<file path="config.mk">
export PLATFORM = sky130hd
export DESIGN_NAME = ack_driven_congestion_window
export DESIGN_NICKNAME = d
export VERILOG_FILES = /design/src/rtl/adcw_pkg.sv /design/src/rtl/adcw_rtt_serial.sv /design/src/rtl/adcw_div_serial.sv /design/src/rtl/adcw_window.sv /design/src/rtl/ack_driven_congestion_window.sv
export SDC_FILE = /design/constraint.sdc
export NUM_CORES = 1
export LEC_CHECK = 0
export BUFFER_PORTS_ARGS = -buffer_cell sky130_fd_sc_hd__buf_4
export CORE_MARGIN = 2
export CORE_UTILIZATION = 65
export CTS_CLUSTER_DIAMETER = 50
export DETAILED_ROUTE_END_ITERATION = 8
export PLACE_DENSITY = 0.86
export SETUP_SLACK_MARGIN = 0.02
export SYNTH_ARGS = -nofsm -noshare
export SYNTH_HDL_FRONTEND = slang
export SYNTH_HIERARCHICAL = 1
export SYNTH_SLANG_ARGS = --single-unit
</file>
<file path="constraint.sdc">
create_clock -name clk -period 7.4 [get_ports clk]
set_input_delay 0.37 -clock clk [delete_from_list [all_inputs] [get_ports clk]]
set_output_delay 0.37 -clock clk [all_outputs]
set_load 0.02 [all_outputs]
</file>
<file path="src/rtl/adcw_pkg.sv">
// shared constants, types and helpers for the congestion window block
// no dependencies; every other file imports this package
`timescale 1ns / 1ps

package adcw_pkg;

  localparam int WINDOW_FRAC_BITS = 12;

  localparam int WIN_W  = 24;
  localparam int TIME_W = 32;
  localparam int CFG_W  = 16;
  localparam int LOSS_W = 13;
  localparam int OUT_W  = 12;
  localparam int APB_DW = 32;
  localparam int APB_AW = 4;

  // dividend of the avoidance step is numerator << frac bits
  localparam int DIVD_W = CFG_W + WINDOW_FRAC_BITS;

  localparam logic [WIN_W-1:0]  WIN_ONE   = WIN_W'(64'd1 << WINDOW_FRAC_BITS);
  localparam logic [WIN_W-1:0]  WIN_RESET = WIN_W'(64'd14 << WINDOW_FRAC_BITS);
  localparam logic [WIN_W-1:0]  WIN_MAX   = '1;
  localparam logic [LOSS_W-1:0] LOSS_MAX  = '1;
  localparam logic [OUT_W-1:0]  WHOLE_MAX = '1;

  localparam logic [CFG_W-1:0] TIMEOUT_RESET = CFG_W'(80);
  localparam logic [CFG_W-1:0] SS_STEP_RESET = CFG_W'(8192);
  localparam logic [CFG_W-1:0] AV_NUM_RESET  = CFG_W'(6144);

  typedef enum logic [1:0] {
    REG_TIMEOUT   = 2'd0,
    REG_SS_STEP   = 2'd1,
    REG_AVOID_NUM = 2'd2
  } reg_idx_t;

  typedef struct packed {
    logic [OUT_W-1:0] whole;
    logic             ss_flag;
    logic             timeout;
    logic             halved;
  } result_t;

  // integer part of the window, clipped to the output width
  function automatic logic [OUT_W-1:0] whole_sat(input logic [WIN_W-1:0] win);
    logic [WIN_W-1:0] w;
    w = win >> WINDOW_FRAC_BITS;
    if (w > WIN_W'(WHOLE_MAX)) begin
      return WHOLE_MAX;
    end
    return w[OUT_W-1:0];
  endfunction

endpackage

</file>
<file path="src/rtl/adcw_rtt_serial.sv">
// bit-serial round-trip subtract and timeout compare, lsb first
// depends on adcw_pkg
`timescale 1ns / 1ps

module adcw_rtt_serial import adcw_pkg::*; (
  input  logic              clk,
  input  logic              rst_n,
  input  logic              start,
  input  logic [TIME_W-1:0] sent_time,
  input  logic [TIME_W-1:0] ack_time,
  input  logic [CFG_W-1:0]  limit,
  output logic              done,
  output logic              timeout
);

  localparam int CNT_W = $clog2(TIME_W);

  logic [TIME_W-1:0] sent_r, sent_nxt;
  logic [TIME_W-1:0] ack_r, ack_nxt;
  logic [TIME_W-1:0] lim_r, lim_nxt;
  logic [CNT_W-1:0]  cnt_r, cnt_nxt;
  logic              carry_r, carry_nxt;
  logic              gt_r, gt_nxt;
  logic              busy_r, busy_nxt;
  logic              done_r, done_nxt;
  logic              a_bit, nb_bit, d_bit;

  always_comb begin
    a_bit     = ack_r[0];
    nb_bit    = ~sent_r[0];
    d_bit     = a_bit ^ nb_bit ^ carry_r;
    sent_nxt  = sent_r;
    ack_nxt   = ack_r;
    lim_nxt   = lim_r;
    cnt_nxt   = cnt_r;
    carry_nxt = carry_r;
    gt_nxt    = gt_r;
    busy_nxt  = busy_r;
    done_nxt  = done_r;
    if (start) begin
      sent_nxt  = sent_time;
      ack_nxt   = ack_time;
      lim_nxt   = TIME_W'(limit);
      cnt_nxt   = '0;
      carry_nxt = 1'b1;
      gt_nxt    = 1'b0;
      busy_nxt  = 1'b1;
      done_nxt  = 1'b0;
    end else if (busy_r) begin
      sent_nxt  = sent_r >> 1;
      ack_nxt   = ack_r >> 1;
      lim_nxt   = lim_r >> 1;
      cnt_nxt   = cnt_r + 1'b1;
      carry_nxt = (a_bit & nb_bit) | (carry_r & (a_bit ^ nb_bit));
      // a higher differing bit decides the compare
      if (d_bit != lim_r[0]) begin
        gt_nxt = d_bit;
      end
      if (cnt_r == CNT_W'(TIME_W - 1)) begin
        busy_nxt = 1'b0;
        done_nxt = 1'b1;
      end
    end
  end

  always_ff @(posedge clk) begin
    if (!rst_n) begin
      busy_r <= 1'b0;
      done_r <= 1'b0;
      cnt_r  <= '0;
    end else begin
      busy_r <= busy_nxt;
      done_r <= done_nxt;
      cnt_r  <= cnt_nxt;
    end
  end

  always_ff @(posedge clk) begin
    sent_r  <= sent_nxt;
    ack_r   <= ack_nxt;
    lim_r   <= lim_nxt;
    carry_r <= carry_nxt;
    gt_r    <= gt_nxt;
  end

  assign done    = done_r;
  assign timeout = gt_r;

endmodule

</file>
<file path="src/rtl/adcw_div_serial.sv">
// restoring divider, one quotient bit per cycle, for the avoidance step
// depends on adcw_pkg
`timescale 1ns / 1ps

module adcw_div_serial import adcw_pkg::*; (
  input  logic              clk,
  input  logic              rst_n,
  input  logic              start,
  input  logic [CFG_W-1:0]  numerator,
  input  logic [WIN_W-1:0]  divisor,
  output logic              done,
  output logic [DIVD_W-1:0] quotient
);

  localparam int CNT_W = $clog2(DIVD_W + 1);

  logic [DIVD_W-1:0] dq_r, dq_nxt;
  logic [WIN_W-1:0]  rem_r, rem_nxt;
  logic [WIN_W-1:0]  dvs_r, dvs_nxt;
  logic [CNT_W-1:0]  cnt_r, cnt_nxt;
  logic              busy_r, busy_nxt;
  logic              done_r, done_nxt;
  logic [WIN_W:0]    shifted, diff;
  logic              ge;

  always_comb begin
    shifted  = {rem_r, dq_r[DIVD_W-1]};
    diff     = shifted - {1'b0, dvs_r};
    ge       = shifted >= {1'b0, dvs_r};
    dq_nxt   = dq_r;
    rem_nxt  = rem_r;
    dvs_nxt  = dvs_r;
    cnt_nxt  = cnt_r;
    busy_nxt = busy_r;
    done_nxt = done_r;
    if (start) begin
      dq_nxt   = {numerator, {WINDOW_FRAC_BITS{1'b0}}};
      rem_nxt  = '0;
      // window is floored at one, zero guarded anyway
      dvs_nxt  = (divisor == '0) ? WIN_W'(1) : divisor;
      cnt_nxt  = '0;
      busy_nxt = 1'b1;
      done_nxt = 1'b0;
    end else if (busy_r) begin
      rem_nxt = ge ? diff[WIN_W-1:0] : shifted[WIN_W-1:0];
      dq_nxt  = {dq_r[DIVD_W-2:0], ge};
      cnt_nxt = cnt_r + 1'b1;
      if (cnt_r == CNT_W'(DIVD_W - 1)) begin
        busy_nxt = 1'b0;
        done_nxt = 1'b1;
      end
    end
  end

  always_ff @(posedge clk) begin
    if (!rst_n) begin
      busy_r <= 1'b0;
      done_r <= 1'b0;
      cnt_r  <= '0;
    end else begin
      busy_r <= busy_nxt;
      done_r <= done_nxt;
      cnt_r  <= cnt_nxt;
    end
  end

  always_ff @(posedge clk) begin
    dq_r  <= dq_nxt;
    rem_r <= rem_nxt;
    dvs_r <= dvs_nxt;
  end

  assign done     = done_r;
  assign quotient = dq_r;

endmodule

</file>
<file path="src/rtl/adcw_window.sv">
// window state: slow start flag, loss counter, threshold and window update
// depends on adcw_pkg
`timescale 1ns / 1ps

module adcw_window import adcw_pkg::*; (
  input  logic              clk,
  input  logic              rst_n,
  input  logic              upd,
  input  logic              timeout,
  input  logic [CFG_W-1:0]  ss_step,
  input  logic [DIVD_W-1:0] avoid_inc,
  output logic [WIN_W-1:0]  window,
  output result_t           result
);

  localparam int AV_W  = ((DIVD_W > WIN_W) ? DIVD_W : WIN_W) + 1;
  localparam int CMP_W = LOSS_W + WIN_W;

  logic [WIN_W-1:0]  win_r, win_nxt;
  logic              ss_r, ss_nxt;
  logic [LOSS_W-1:0] lc_r, lc_nxt;
  logic [WIN_W-1:0]  thr_r, thr_nxt;
  logic              halved;
  logic [CMP_W-1:0]  lc_sh;
  logic [AV_W-1:0]   sum;

  always_comb begin
    lc_sh   = CMP_W'(lc_r) << WINDOW_FRAC_BITS;
    win_nxt = win_r;
    ss_nxt  = ss_r;
    lc_nxt  = lc_r;
    thr_nxt = thr_r;
    halved  = 1'b0;
    sum     = '0;
    if (timeout) begin
      ss_nxt = 1'b0;
      if (lc_sh >= CMP_W'(thr_r)) begin
        lc_nxt  = '0;
        thr_nxt = win_r;
        win_nxt = win_r >> 1;
        halved  = 1'b1;
      end else if (lc_r != LOSS_MAX) begin
        lc_nxt = lc_r + 1'b1;
      end
    end else begin
      if (ss_r) begin
        sum = AV_W'(win_r) + AV_W'(ss_step);
      end else begin
        sum = AV_W'(win_r) + AV_W'(avoid_inc);
      end
      win_nxt = (sum > AV_W'(WIN_MAX)) ? WIN_MAX : sum[WIN_W-1:0];
    end
    if (win_nxt < WIN_ONE) begin
      win_nxt = WIN_ONE;
    end
    result.whole   = whole_sat(win_nxt);
    result.ss_flag = ss_nxt;
    result.timeout = timeout;
    result.halved  = halved;
  end

  always_ff @(posedge clk) begin
    if (!rst_n) begin
      win_r <= WIN_RESET;
      ss_r  <= 1'b1;
      lc_r  <= '0;
      thr_r <= '0;
    end else if (upd) begin
      win_r <= win_nxt;
      ss_r  <= ss_nxt;
      lc_r  <= lc_nxt;
      thr_r <= thr_nxt;
    end
  end

  assign window = win_r;

endmodule

</file>
<file path="src/rtl/ack_driven_congestion_window.sv">
// channel  | direction | transaction contents
// in_      | input     | sent_time_ms, ack_time_ms (32 bit each)
// out_     | output    | window_datagrams (12), in_slow_start, timeout_seen, window_halved
// cfg_     | apb slave | timeout_limit_ms @0, slow_start_step @4, avoidance_numerator @8
//
// one acknowledgement runs from acceptance through the bit-serial round-trip
// subtract/compare (the avoidance divider runs alongside it), then through the
// update that loads the result.
// a new transaction is accepted the cycle after the result is loaded, even if
// the result is still stalled; an update waits while the output register is full
// and stalled.
// synchronous active-low reset restores window 14.0, slow start and reset registers.
// depends on adcw_pkg, adcw_rtt_serial, adcw_div_serial, adcw_window
`timescale 1ns / 1ps

module ack_driven_congestion_window import adcw_pkg::*; (
  input  logic              clk,
  input  logic              rst_n,
  input  logic              in_valid,
  output logic              in_stall,
  input  logic [TIME_W-1:0] in_sent_time_ms,
  input  logic [TIME_W-1:0] in_ack_time_ms,
  output logic              out_valid,
  input  logic              out_stall,
  output logic [OUT_W-1:0]  out_window_datagrams,
  output logic              out_in_slow_start,
  output logic              out_timeout_seen,
  output logic              out_window_halved,
  input  logic              cfg_psel,
  input  logic              cfg_penable,
  input  logic              cfg_pwrite,
  input  logic [APB_AW-1:0] cfg_paddr,
  input  logic [APB_DW-1:0] cfg_pwdata,
  output logic [APB_DW-1:0] cfg_prdata,
  output logic              cfg_pready
);

  typedef enum logic [1:0] {
    ST_IDLE = 2'b01,
    ST_RUN  = 2'b10
  } state_t;

  state_t            state_r, state_nxt;
  logic [CFG_W-1:0]  tmo_r, ss_step_r, av_num_r;
  logic              out_valid_r, out_valid_nxt;
  result_t           out_r;
  result_t           res;
  logic              accept, upd, cfg_wr;
  logic              rtt_done, timeout, div_done;
  logic [DIVD_W-1:0] quot;
  logic [WIN_W-1:0]  window;
  reg_idx_t          reg_idx;

  assign accept = in_valid && !in_stall;
  assign in_stall = (state_r != ST_IDLE);
  assign upd = (state_r == ST_RUN) && rtt_done && div_done && (!out_valid_r || !out_stall);

  adcw_rtt_serial u_rtt (
    .clk       (clk),
    .rst_n     (rst_n),
    .start     (accept),
    .sent_time (in_sent_time_ms),
    .ack_time  (in_ack_time_ms),
    .limit     (tmo_r),
    .done      (rtt_done),
    .timeout   (timeout)
  );

  adcw_div_serial u_div (
    .clk       (clk),
    .rst_n     (rst_n),
    .start     (accept),
    .numerator (av_num_r),
    .divisor   (window),
    .done      (div_done),
    .quotient  (quot)
  );

  adcw_window u_win (
    .clk       (clk),
    .rst_n     (rst_n),
    .upd       (upd),
    .timeout   (timeout),
    .ss_step   (ss_step_r),
    .avoid_inc (quot),
    .window    (window),
    .result    (res)
  );

  always_comb begin
    state_nxt = state_r;
    case (state_r)
      ST_IDLE: begin
        if (accept) begin
          state_nxt = ST_RUN;
        end
      end
      ST_RUN: begin
        if (upd) begin
          state_nxt = ST_IDLE;
        end
      end
      default: state_nxt = ST_IDLE;
    endcase
    out_valid_nxt = out_valid_r;
    if (upd) begin
      out_valid_nxt = 1'b1;
    end else if (!out_stall) begin
      out_valid_nxt = 1'b0;
    end
  end

  always_ff @(posedge clk) begin
    if (!rst_n) begin
      state_r     <= ST_IDLE;
      out_valid_r <= 1'b0;
    end else begin
      state_r     <= state_nxt;
      out_valid_r <= out_valid_nxt;
    end
  end

  always_ff @(posedge clk) begin
    if (upd) begin
      out_r <= res;
    end
  end

  // apb register file
  assign cfg_wr     = cfg_psel && cfg_penable && cfg_pwrite;
  assign cfg_pready = 1'b1;
  assign reg_idx    = reg_idx_t'(cfg_paddr[APB_AW-1:2]);

  always_ff @(posedge clk) begin
    if (!rst_n) begin
      tmo_r     <= TIMEOUT_RESET;
      ss_step_r <= SS_STEP_RESET;
      av_num_r  <= AV_NUM_RESET;
    end else if (cfg_wr) begin
      case (reg_idx)
        REG_TIMEOUT:   tmo_r     <= cfg_pwdata[CFG_W-1:0];
        REG_SS_STEP:   ss_step_r <= cfg_pwdata[CFG_W-1:0];
        REG_AVOID_NUM: av_num_r  <= cfg_pwdata[CFG_W-1:0];
        default: ;
      endcase
    end
  end

  always_comb begin
    case (reg_idx)
      REG_TIMEOUT:   cfg_prdata = APB_DW'(tmo_r);
      REG_SS_STEP:   cfg_prdata = APB_DW'(ss_step_r);
      REG_AVOID_NUM: cfg_prdata = APB_DW'(av_num_r);
      default:       cfg_prdata = '0;
    endcase
  end

  assign out_valid            = out_valid_r;
  assign out_window_datagrams = out_r.whole;
  assign out_in_slow_start    = out_r.ss_flag;
  assign out_timeout_seen     = out_r.timeout;
  assign out_window_halved    = out_r.halved;

  a_busy_after_accept: assert property (@(posedge clk) disable iff (!rst_n)
    accept |=> in_stall && !rtt_done)
    else $error("engine not busy after accepted transaction");

  a_update_both_done: assert property (@(posedge clk) disable iff (!rst_n)
    upd |-> $past(state_r) == ST_RUN && div_done)
    else $error("update without finished divider");

  a_window_floor: assert property (@(posedge clk) disable iff (!rst_n)
    out_valid_r |-> out_window_datagrams != '0)
    else $error("window below one datagram");

  a_halve_on_timeout: assert property (@(posedge clk) disable iff (!rst_n)
    out_valid_r && out_window_halved |-> out_timeout_seen && !out_in_slow_start)
    else $error("window halved without timeout");

endmodule

</file>
After elaboration in Yosys (flattened, before gate mapping)
Cells that the tools add are included.
{ "totals": {"register_bits": 300, "elab_cells": 117, "output_inout_bits": 50, "in_bits": 107} }
{ "classes": {"n_mux": 34, "eq_ne": 12, "add_sub_neg": 6, "n_lt_le_gt_ge": 5, "n_reduce_logical": 25, "bitwise_logic": 7} }
{ "op_table": {"columns": ["cell", "count"], "rows": [
  ["32-bit two-way mux", 4],
  ["24-bit two-way mux", 5],
  ["29-bit two-way mux", 2],
  ["28-bit two-way mux", 2],
  ["25-bit by 24-bit >= comparator with 1-bit output", 2],
  ["16-bit one-hot mux with 3 select lines", 1],
  ["16-bit two-way mux", 2],
  ["24-bit by 28-bit adder with 29-bit output", 1],
  ["29-bit by 24-bit greater-than comparator with 1-bit output, second input constant", 1],
  ["13-bit two-way mux", 2],
  ["24-bit by 16-bit adder with 25-bit output", 1],
  ["24-bit logical NOT", 1],
  ["24-bit by 13-bit < comparator with 1-bit output, second input constant", 1],
  ["12-bit two-way mux", 2],
  ["24-bit subtractor", 1],
  ["2-bit AND reduction", 7],
  ["13-bit by 1-bit adder with 13-bit output, second input constant", 1],
  ["13-bit inequality test, second input constant", 1],
  ["12-bit greater-than comparator, second input constant", 1],
  ["1-bit two-way mux", 11],
  ["5-bit by 1-bit adder with 5-bit output, second input constant", 2],
  ["5-bit equality test, second input constant", 2],
  ["1-bit logical AND", 6],
  ["2-bit by 1-bit inequality test with 1-bit output, second input constant", 3],
  ["other kinds (16)", 27]
]} }

Logic depth before layout (Yosys ltp)
{ "depth": {"depth_word": 11, "ltp_mapped": 15, "depth_no_buf": 14} }

By module
Netlist, hierarchy kept.
{ "by_module_without_submodules": {"columns": ["module", "instances", "seq_area_each_um2", "cells_per_inst", "area_per_inst_um2"], "rows": [
  ["adcw_window", 1, 1241.2, 828, 6114.6],
  ["adcw_div_serial", 1, 2062.0, 516, 4738.3],
  ["adcw_rtt_serial", 1, 2582.5, 211, 3762.4],
  ["ack_driven_congestion_window", 1, 1471.4, 285, 2924.1]
]} }

Least setup slack after synthesis
No wires, ideal clock.
{ "synth_path": {"path_type": "flip-flop to flip-flop", "start": "register u_win.win_r[0] (netlist: u_win/window[0])", "end": "register u_win.win_r[10] (netlist: u_win/window[10])", "period_less_slack_ns": 4.014, "stages_incl_launch_ff": 16, "arrival_ns": 3.893, "path_buffers": 1, "required_ns": 7.279, "setup_time_ns": 0.121, "slack_ns": 3.386, "path_cell_list": "dfxtp_1 ha_1 inv_1 fa_1 nor2b_1 o211ai_1 a211o_1 a311o_1 or4b_2 o311ai_0 nor4_4 a32oi_1 or4_4 nor4_4 buf_4 nor3b_1"} }
{ "synth_via": {"elab_chain_len": 8, "word_cells_on_any_way": 10, "cone_classes": "2 x add/sub; 2 x order compare; 6 x mux"} }
{ "synth_lines": {"columns": ["element", "line_no", "text"], "rows": [
  ["start, declared", "adcw_window.sv:19", "logic [WIN_W-1:0] win_r, win_nxt;"],
  ["start signal, assigned", "adcw_window.sv:69", "win_r <= win_nxt;"],
  ["24-bit by 28-bit adder with 29-bit output / 24-bit by 16-bit adder with 25-bit output (equally long branches)", "adcw_window.sv:49, adcw_window.sv:47", null],
  ["29-bit two-way mux", "adcw_window.sv:46", "if (ss_r) begin"],
  ["29-bit two-way mux", "adcw_window.sv:35", "if (timeout) begin"],
  ["29-bit by 24-bit greater-than comparator with 1-bit output", "adcw_window.sv:51", "win_nxt = (sum > AV_W'(WIN_MAX)) ? WIN_MAX : sum[WIN_W-1:0];"],
  ["24-bit two-way mux", "adcw_window.sv:51", null],
  ["24-bit two-way mux *", "adcw_window.sv:35", null],
  ["24-bit by 13-bit < comparator with 1-bit output", "adcw_window.sv:53", "if (win_nxt < WIN_ONE) begin"],
  ["24-bit two-way mux *", "adcw_window.sv:53", null]
]} }
Every way passes the cells marked *; elsewhere a longest branch is shown, timed or not. The select of a mux whose other input is x is not followed.
A chain may end at the register's enable or synchronous reset.

Worst setup path in the final report
{ "layout_path": {"start": "register u_win.win_r[0] (netlist: u_win/window[0])", "end": "register u_win.win_r[4] (netlist: u_win/window[4])"} }
Same word-level chain as after synthesis.

==> summary.txt <==
Worst setup path
  – CP arrival: 5670 ps
  – Crit path launch type: register
  – CP required: 7760 ps
  – Register-to-Register Path Depth: 14
  – Crit-path max FO: 12
  – CP Class: reg2reg
  – CP Capture Type: register

Min path
  – Hold path cells: 3
  – HP Class: in2reg

Final layout
  – Final nets: 2066
  – Layout area overhead: 10.8%
  – Most frequent cells in the layout: nand2_1, dfxtp_1, edfxtp_1
  – N_diodes: 0
  – Commonest non-fill, non-tap cell in the layout: nand2_1
  – Share of cells above drive strength 1: 13.8%
  – Fill cells: 1838

Outcome
  – Status: finished clean

Detailed routing
  – Detailed-route wire length: 44600 um
  – Mean routed wirelength per cell: 19.9 um
  – DRC viols: 0
  – Final antenna-violating net count: 0
  – DRT iter0 DRCs: 1447
  – Drt pass-1 iters: 5
  – Vias: 14200
  – Vias per cell: 6.33

Power and ir drop
  – VDD IR max: 260 uV
  – P_leak: 7.53 nW
  – Pwr Density: 223 nW/um2

Clocking
  – Clk root buf: clkbuf_16
  – Clock buffer depth: 3
  – CTS Sinks: 300
  – TritonCTS Buffers: 38
  – Hold-fix buffers, CTS: 0
  – CTS tree: built
  – Clock transition at the registers of the reported paths: 60 ps
  – Post-cts sizing count: 0
  – Clock latency on the worst-skew pair: 510 ps
  – H-tree depth reported by CTS: 2
  – Postcts setup bufs: 0

Die
  – Ports: 157
  – FP Rows: 60
  – Initial Util: 65.6%
  – Chip Height: 168 um
  – Die Width: 168 um
  – Die area: 28300 um2
  – Core box area: 26700 um2

Synth
  – Simple-gate area share of the yosys netlist: 15.3%
  – Post-synth top area share: 23.1%
  – Post-Synthesis Cells: 1840
  – Synth Warn #: 6
  – Synthesized area per cell: 9.53 um2
  – #FFs+latches synth: 300
  – Xor and xnor area share after synthesis: 3.45%
  – Mux contribution to synthesized area: 11.4%
  – Synthesized cell area: 17500 um2
  – Post-synth cell types: 87
  – Post-synth EDFFs: 135
  – Adder-cell area share of the yosys netlist: 6.16%
  – Post-synth top area cell: edfxtp_1
  – Async SR Flop Fraction: 0%
  – Synth Area in Compound Gates: 15.5%
  – Largest family of logic cells by synthesized area: compound AO/OA/AOI/OAI gates
  – Synth area leaders: edfxtp_1, dfxtp_1, mux2i_1
  – Top FF cell, synth: dfxtp_1
  – Sequential area share after synthesis: 41.9%

STA
  – Worst setup margin: 2090 ps
  – Setup_tns: 0 ps
  – Max Freq: 188 MHz
  – Worst clock skew: 15.4 ps
  – Crit path time final: 5310 ps
  – Period utilization: 71.7%
  – Slew @ Worst Pin: 1170 ps
  – RSZ-0062 raised after global routing: false
  – Final setup vio count: 0
  – Fin. max-slew vios: 0
  – Slew HR: 21.1%
  – Final Hold Vio Count: 0

GRT
  – Pin count of the biggest net entering global routing: 90
  – GRT Overall Usage: 30.9%
  – First-pass GRT wire length: 70800 um
  – Vias in the first global route: 13800
  – Initial antenna violation count: 0
  – Remaining global-route overflow: 0

Placed design
  – Placer congestion estimate: 0.975
  – DP Wirelength: 30800 um
  – IO buf count: 121
  – Setup WS pre-CTS: 2290 ps

Flow run
  – Max cap viols: 0
==> power breakdown <==
group	total [mW]	switching [mW]	internal (mW)
combinational	0.633	0.377	0.256
sequential	1.93	0.0538	1.88
clock	1.77	0.712	1.06
total	4.34	1.14	3.20
==> cells in the mapped netlist (16+ instances only) <==
| cell | count |
|---|---|
| a21boi_0 | 31 |
| a21o_1 | 20 |
| a21oi_1 | 91 |
| a22o_1 | 16 |
| buf_2 | 17 |
| buf_4 | 38 |
| clkbuf_1 | 75 |
| dfxtp_1 | 165 |
| edfxtp_1 | 135 |
| ha_1 | 80 |
| inv_1 | 68 |
| mux2_1 | 43 |
| mux2_2 | 37 |
| mux2i_1 | 109 |
| nand2_1 | 253 |
| nand2b_1 | 17 |
| nand3_1 | 31 |
| nand4_1 | 22 |
| nor2_1 | 123 |
| nor2b_1 | 27 |
| nor3_1 | 17 |
| o211ai_1 | 24 |
| o21a_1 | 19 |
| o21ai_0 | 84 |
| xnor2_1 | 40 |
| xor2_1 | 29 |
==> final timing paths <==
check,to,slack [ps],start
max,u_win/window[4],2090,u_win/window[0]
max reg2reg,u_win/window[4],2090,u_win/window[0]
min reg2reg,u_win/thr_r[19],460,u_win/thr_r[19]
min,tmo_r[6],140,cfg_pwdata[6]
==> cell families (layout without fill, tap and decap cells) <==
kind of cell,count (synthesis),in the layout
other,2,17
adders and majority gates,84,84
buffers and inverters,221,270
muxes,189,189
DFF,300,300
xor gates and xnor gates,69,69
and+or+nand+nor,568,568
AOI/OAI and AO/OA,407,407
==> cell type report <==
class | instances | area (um2) | share of cell area (%)
multi-input combinational | 1334 | 9180 | 47.2
sequential | 300 | 7360 | 37.9
clock buffer | 53 | 1070 | 5.50
timing repair buffer | 133 | 998 | 5.14
tap | 341 | 427 | 2.20
inverter | 68 | 255 | 1.31
clock inverter | 16 | 146 | 0.753
==> registers in the layout, summed over array words and instances (netlist names), 13 cells and up <==
signal and cells:
u_rtt/ack_r 32, ss_step_r 16, u_div/quotient 28, u_rtt/sent_r 32
u_win/window 24, u_div/dvs_r 24, u_div/rem_r 24, u_win/lc_r 13
tmo_r 16, u_win/thr_r 24, av_num_r 16, u_rtt/lim_r 16
==> routing by layer <==
metal | vias up | global-route usage (%) | share of wire [%]
met5 | - | 1.39 | 0.11
met2 | 569 | 51.5 | 48
met1 | 6859 | 39.8 | 41
met4 | 2 | 13.5 | 4.1
li1 | 6649 | - | -
met3 | 130 | 5.20 | 6.6
==> per-stage QoR <==
stage	util (%)	hold WS [ps]	cell area, um2	power [mW]	cells
final	72.7	138	19400	4.34	2245
after global routing	72.7	142	19400	4.49	2245
after CTS	72.7	132	19400	4.35	2245
after detailed placement	68.2	456	18200	2.58	2176
after global placement	68.2	451	18200	2.55	2176
after floorplan	-	442	17600	2.46	1855
==> critical path, cell delays in order (launching register included) <==
cell and delay (ps):
dfxtp_1 440, ha_1 250, inv_1 80, fa_1 380, nor2b_1 200, o211ai_1 200
a21boi_0 660, o2111ai_1 220, nand4_1 140, o311ai_0 370, nor4_4 670, a32oi_1 190
or4_4 590, nor4_4 620, nor4bb_1 130
Power figures use the tool's default switching activity.
